===== config.mk =====
export PLATFORM = sky130hd
export DESIGN_NAME = csf_queue
export DESIGN_NICKNAME = d
export VERILOG_FILES = /design/src/hw/rtl/csf_pkg.sv /design/src/hw/rtl/csf_queue.sv
export SDC_FILE = /design/constraint.sdc
export NUM_CORES = 1
export LEC_CHECK = 0
export ABC_AREA = 1
export BUFFER_PORTS_ARGS = -buffer_cell sky130_fd_sc_hd__buf_2
export CAP_MARGIN = 10
export CELL_PAD_IN_SITES_DETAIL_PLACEMENT = 0
export CELL_PAD_IN_SITES_GLOBAL_PLACEMENT = 1
export CORE_ASPECT_RATIO = 0.9
export CORE_MARGIN = 5
export CORE_UTILIZATION = 25
export DETAILED_ROUTE_END_ITERATION = 10
export PLACE_DENSITY = 0.52
export SLEW_MARGIN = 20
export SYNTH_ARGS = -nofsm -noshare
export SYNTH_HDL_FRONTEND = slang
export SYNTH_SLANG_ARGS = --single-unit

===== constraint.sdc =====
create_clock -name clk_i -period 5.6 [get_ports clk_i]
set_clock_uncertainty 0.2 [all_clocks]
set_input_delay 0.28 -clock clk_i [delete_from_list [all_inputs] [get_ports clk_i]]
set_output_delay 0.28 -clock clk_i [all_outputs]
set_load 0.02 [all_outputs]

===== src/hw/rtl/csf_pkg.sv =====
// ----------------------------------------------------------------------------
// csf_pkg: shared types and constants of the curvature flux stencil
// Geometry defaults, register indexes, branch codes and the entry that
// travels from the front end to the arithmetic back end.
// ----------------------------------------------------------------------------
`default_nettype none

package csf_pkg;

  localparam int MaxWidthDef  = 1024;
  localparam int MaxHeightDef = 4096;

  localparam int CfgIdxW  = 3;
  localparam int CfgDataW = 53;

  localparam logic [10:0] FrameWidthRst  = 11'd256;
  localparam logic [12:0] FrameHeightRst = 13'd256;
  localparam logic [7:0]  BandLimitRst   = 8'd8;
  localparam logic [40:0] MinGradSqRst   = 41'd67;
  localparam logic [52:0] MinNumRst      = 53'd67109;

  typedef enum logic [CfgIdxW-1:0] {
    REG_FRAME_WIDTH  = 3'd0,
    REG_FRAME_HEIGHT = 3'd1,
    REG_BAND_LIMIT   = 3'd2,
    REG_MIN_GRAD_SQ  = 3'd3,
    REG_MIN_NUM      = 3'd4
  } reg_idx_e;

  typedef enum logic [1:0] {
    CASE_RATIO = 2'd0,
    CASE_ZERO  = 2'd1,
    CASE_HALF  = 2'd2
  } case_e;

  typedef enum logic [2:0] {
    B_IDLE,
    B_MUL1,
    B_MUL2,
    B_SUM,
    B_DEC,
    B_DIV,
    B_OUT
  } back_state_e;

  typedef struct packed {
    logic [10:0] frame_width;
    logic [12:0] frame_height;
    logic [7:0]  band_limit;
    logic [40:0] min_grad_sq;
    logic [52:0] min_num;
  } cfg_t;

  typedef struct packed {
    logic [9:0]         col;
    logic [11:0]        row;
    logic signed [16:0] dx;
    logic signed [16:0] dy;
    logic signed [17:0] dxx;
    logic signed [17:0] dyy;
    logic signed [17:0] dxy;
  } entry_t;

  typedef struct packed {
    logic full;
    logic empty;
  } q_status_t;

  function automatic logic signed [31:0] sat32(input logic signed [63:0] v);
    logic signed [31:0] r;
    if (v > 64'sd2147483647) begin
      r = 32'sh7fffffff;
    end else if (v < -64'sd2147483648) begin
      r = 32'sh80000000;
    end else begin
      r = v[31:0];
    end
    return r;
  endfunction

endpackage

`default_nettype wire


===== src/hw/rtl/csf_queue.sv =====
// ----------------------------------------------------------------------------
// csf_queue: two-entry queue between front end and back end
// Lets the stencil front end and the divider back end stall independently.
// ----------------------------------------------------------------------------
`default_nettype none

module csf_queue (
  input  wire logic            clk_i,
  input  wire logic            rst_ni,
  input  wire logic            push_i,
  input  csf_pkg::entry_t      entry_i,
  input  wire logic            pop_i,
  output csf_pkg::entry_t      entry_o,
  output csf_pkg::q_status_t   status_o
);

  csf_pkg::entry_t slot_q [2];
  logic       wr_ptr_q, wr_ptr_d;
  logic       rd_ptr_q, rd_ptr_d;
  logic [1:0] cnt_q, cnt_d;
  logic       do_push, do_pop;

  assign status_o.full  = (cnt_q == 2'd2);
  assign status_o.empty = (cnt_q == 2'd0);
  assign do_push = push_i && !status_o.full;
  assign do_pop  = pop_i && !status_o.empty;
  assign entry_o = slot_q[rd_ptr_q];

  always_comb begin
    wr_ptr_d = do_push ? ~wr_ptr_q : wr_ptr_q;
    rd_ptr_d = do_pop ? ~rd_ptr_q : rd_ptr_q;
    cnt_d = cnt_q;
    if (do_push && !do_pop) begin
      cnt_d = cnt_q + 2'd1;
    end else if (do_pop && !do_push) begin
      cnt_d = cnt_q - 2'd1;
    end
  end

  always_ff @(posedge clk_i or negedge rst_ni) begin
    if (!rst_ni) begin
      wr_ptr_q <= 1'b0;
      rd_ptr_q <= 1'b0;
      cnt_q    <= 2'd0;
    end else begin
      wr_ptr_q <= wr_ptr_d;
      rd_ptr_q <= rd_ptr_d;
      cnt_q    <= cnt_d;
    end
  end

  always_ff @(posedge clk_i) begin
    if (do_push) begin
      slot_q[wr_ptr_q] <= entry_i;
    end
  end

`ifndef SYNTHESIS
  a_cnt_bound: assert property (@(posedge clk_i) disable iff (!rst_ni)
    cnt_q <= 2'd2) else $error("queue count beyond depth");
  a_ptr_match: assert property (@(posedge clk_i) disable iff (!rst_ni)
    (cnt_q == 2'd0 || cnt_q == 2'd2) |-> (wr_ptr_q == rd_ptr_q))
    else $error("queue pointers disagree with count");
  a_fill: assert property (@(posedge clk_i) disable iff (!rst_ni)
    (do_push && !do_pop) |=> (cnt_q == $past(cnt_q) + 2'd1))
    else $error("queue lost a push");
`endif

endmodule

`default_nettype wire


# After elaboration in Yosys (flattened, before gate mapping)
# Memory sizes are Yosys's and may differ from the RTL's.
# Index checks and enable logic that the tools add are counted.
[classes]
n_addsub = 2
n_eq_ne = 1
muxes = 4
bitwise_logic = 2
n_reduce_logical = 10
[op_table]
columns = ["cell", "count"]
rows = [
  ["logical AND 1 bit", 4],
  ["logical NOT 1 bit", 4],
  ["2-to-1 mux 2 bit", 2],
  ["adder 2 x 1 -> 2 bit, second input constant", 1],
  ["== test 2 bit, second input constant", 1],
  ["logical NOT 2 bit", 1],
  ["2-to-1 mux 1 bit", 2],
  ["inverter 1 bit", 2],
  ["nonzero test 2 bit", 1],
  ["subtractor 2 x 1 -> 2 bit, second input constant", 1],
]
[totals]
register_bits = 4
ram_bits = 220
in_bits = 114
out_inout_bits = 112
elab_cells = 23
n_memories = 1
[mem_list]
columns = ["name", "depth", "width", "read_ports", "rd_ports_with_merged_regs", "wr", "line", "text"]
rows = [
  ["slot_q", 2, 110, 1, 0, 1, "csf_queue.sv:17", "csf_pkg::entry_t slot_q [2];"],
]

# Logic depth before layout (Yosys ltp)
[depth]
word_depth = 7
mapped_depth = 9

# Worst setup path after synthesis
# Ideal clock, no wire load.
[synth_timing]
kind = "register -> register"
start = "reg cnt_q[1]"
end = "mem slot_q[1][0] in the netlist's numbering (enable)"
setup_ns = 0.580
arrival_time_ns = 5.143
slack_ns = -0.323
stages_incl_launch_ff = 4
path_buffers = 0
path_cell_list = "dfrtp_1 -> inv_1 -> o21ai_0 -> nor2_1"
[synth_between]
elab_chain_len = 5
[synth_lines]
columns = ["item", "line", "text"]
rows = [
  ["start, declared", "csf_queue.sv:20", "logic [1:0] cnt_q, cnt_d;"],
  ["start signal, assigned", "csf_queue.sv:48", "cnt_q <= cnt_d;"],
  ["== test 2 bit", "csf_queue.sv:23", "assign status_o.full = (cnt_q == 2'd2);"],
  ["logical NOT 1 bit", "csf_queue.sv:25", "assign do_push = push_i && !status_o.full;"],
  ["logical AND 1 bit", "csf_queue.sv:25", ""],
  ["2-to-1 mux 1 bit", "csf_queue.sv:53", "if (do_push) begin"],
  ["2-to-1 mux 1 bit (implied by the code)", "csf_queue.sv:54", "slot_q[wr_ptr_q] <= entry_i;"],
  ["end, declared", "csf_queue.sv:17", ""],
]
# No other way between the ends.

==> summary.txt <==
Status
  • Status: finished clean

CTS
  • Root Buffer: clkbuf_16
  • CTS tree: done
  • Clock tree buffer depth: 3
  • # resized after CTS: 0
  • H-tree Lvls: 1
  • Clk pin slew, worst setup/hold paths: 60 ps
  • Clock Latency Late Sink: 520 ps
  • Clock sink total: 224
  • Post-CTS Setup Inserts: 0
  • CTS buffer count: 26

GRT
  • All-Layer GR Usage: 10.9%
  • First-pass GRT wire length: 31.8 mm
  • Vias in the first global route: 5548
  • GRT overflow: 0
  • Largest net degree at the start of global routing: 73
  • Initial antenna violation count: 2

Route
  • Drt wl/cell: 14.7 um
  • Vias: 5419
  • First-pass detailed-route iteration total: 4
  • DR vias/cell: 3.88
  • Final ANT Viol Nets: 0
  • Final wirelength: 20.6 mm
  • Drt initial violations: 206
  • DRC: 0

Layout
  • Layout area overhead: 43.4%
  • Register Area: 6710 um2
  • Layout Utilization: 36.0%
  • Fillers: 3201
  • Most frequent cells in the layout: nand2_1, buf_2, edfxtp_1, dlygate4sd3_1, clkbuf_16
  • Final Cell Area: 11800 um2
  • Area of the multi-input gates: 1350 um2
  • Most common cell after layout, fill and taps aside: nand2_1
  • Layout Nets: 1070
  • Layout cells sized above 1: 27.9%

Worst setup path
  • CP endpoint kind: output port
  • WP data arrival: 2880 ps
  • Crit path required time: 5120 ps
  • Startpoint types: register
  • Critical path class: register to output port
  • Crit path max fanout: 70

Die
  • Die height: 182 um
  • I/O pins: 226
  • FP Rows: 63
  • Core area: 32700 um2
  • Die width: 201 um
  • Die Area: 36600 um2
  • Initial Util: 25.1%

Synthesis
  • Mapped Cells: 606
  • Post-synthesis sequential area ratio: 81.7%
  • Yosys warnings: 0
  • Number of synthesized register bits: 224
  • Synth unique cells: 15
  • Post-Syn Nets: 721
  • Syn_area_per_cell: 13.6 um2
  • Cell area after synthesis: 8210 um2

Placed design
  • Post-DP Area: 9790 um2
  • Pre-CTS setup slack: 2640 ps
  • GP Congestion: 0.659
  • Input/output buffers: 225
  • Dpl hpwl: 12.6 mm

Timing
  • TNS Setup: 0 ps
  • Final setup margin: 2240 ps
  • Slew @ Worst Pin: 916 ps
  • RSZ-0062 raised after global routing: false
  • Count of final setup violators: 0
  • Tcrit/Tclk final: 60.0%
  • Min Tclk post-route: 3360 ps
  • Slew margin rel.: 38.9%
  • Fin. max-slew vios: 0
  • Final hold vios: 0
  • Fmax: 298 MHz

Pwr
  • P_leak: 4.98 nW
  • PwrDens: 523 nW/um2
  • Max IR drop VDD: 0.000235 V

Min path
  • Type of the most critical hold path: input port to register

Run
  • Max-cap violations: 0
==> cell usage after synthesis <==
library cell  count  share of area (%)
inv_1             7               0.32
clkbuf_1          4               0.18
ha_1              1               0.15
edfxtp_1        220                 80
nor2_1            4               0.18
buf_4             9               0.82
inv_2             1              0.046
buf_2            11               0.67
nand3_1           1              0.061
xnor2_1           1               0.11
nand3b_1          1              0.091
nand2_1         339                 15
dfrtp_1           4                1.2
nand4_1           1              0.076
o21ai_0           2               0.12
==> report_power, final <==
| part | switching [W] | internal, W | leakage [nW] |
|---|---|---|---|
| clock network | 0.000640 | 0.00101 | 0.409 |
| logic | 0.00151 | 0.000585 | 2.47 |
| registers | 0.000129 | 0.00229 | 2.09 |
==> repair_timing <==
item	in CTS	in global routing
hold buffers	114	0
setup endpoints to repair	0	0
hold endpoints to repair	226	0
==> layer usage <==
metal	GRT usage [%]	routed length, um	vias to the layer above
met2	17.5	9180	161
li1	-	-	2743
met4	2.59	490	0
met3	3.68	1560	25
met1	14.3	9350	2490
met5	0	0	-
==> worst max-delay path, stage by stage (launching register included) <==
cell,delay [ps]
dfrtp_4,670
inv_4,680
buf_4,560
nand2_1,100
nand2_1,100
buf_2,180
==> area by class of cell <==
class	count	share of cell area [%]
clock buffer	32	5.90
antenna	2	0.0425
clock inverter	15	1.26
inverter	8	0.297
sequential	224	57.0
tap	422	4.48
timing repair buffer	345	19.6
multi-input combinational	350	11.4
==> state kept, by name (all words and copies together) (netlist names) <==
signal,count
rd_ptr_q,1
cnt_q,2
slot_q,220
wr_ptr_q,1
==> metrics by stage <==
stage | instances | total power [W] | hold WS (ps)
floorplan | 606 | 0.00377 | -216
global placement | 1235 | 0.00456 | -82.8
detailed placement | 1235 | 0.00456 | -87.5
CTS | 1396 | 0.00630 | 239
global route | 1398 | 0.00656 | 257
finish | 1398 | 0.00616 | 281
==> path summary, 6_finish.rpt <==
check                             from            end  slack, ps  depth (start not counted)
setup reg to reg              cnt_q[1]  slot_q[0][66]       3180                          6
max in group asynchronous       rst_ni       rd_ptr_q       4430                          3
setup / recovery              rd_ptr_q    entry_o[42]       2240                          5
hold reg to reg               wr_ptr_q       wr_ptr_q        280                          2
hold / removal             entry_i[14]  slot_q[1][14]        280                          2
min in group asynchronous       rst_ni       wr_ptr_q        520                          3
==> kinds of logic after synthesis <==
| family | after synthesis | share of synthesized area [%] |
|---|---|---|
| flip-flops | 224 | 81.7 |
| buffers and inverters | 32 | 2.04 |
| AO/OA/AOI/OAI | 2 | 0.122 |
| AND/OR/NAND/NOR | 346 | 15.9 |
| XOR/XNOR | 1 | 0.107 |
| adder cells (fa/ha/maj) | 1 | 0.152 |
No activity file was read; power rests on OpenSTA's default activity.
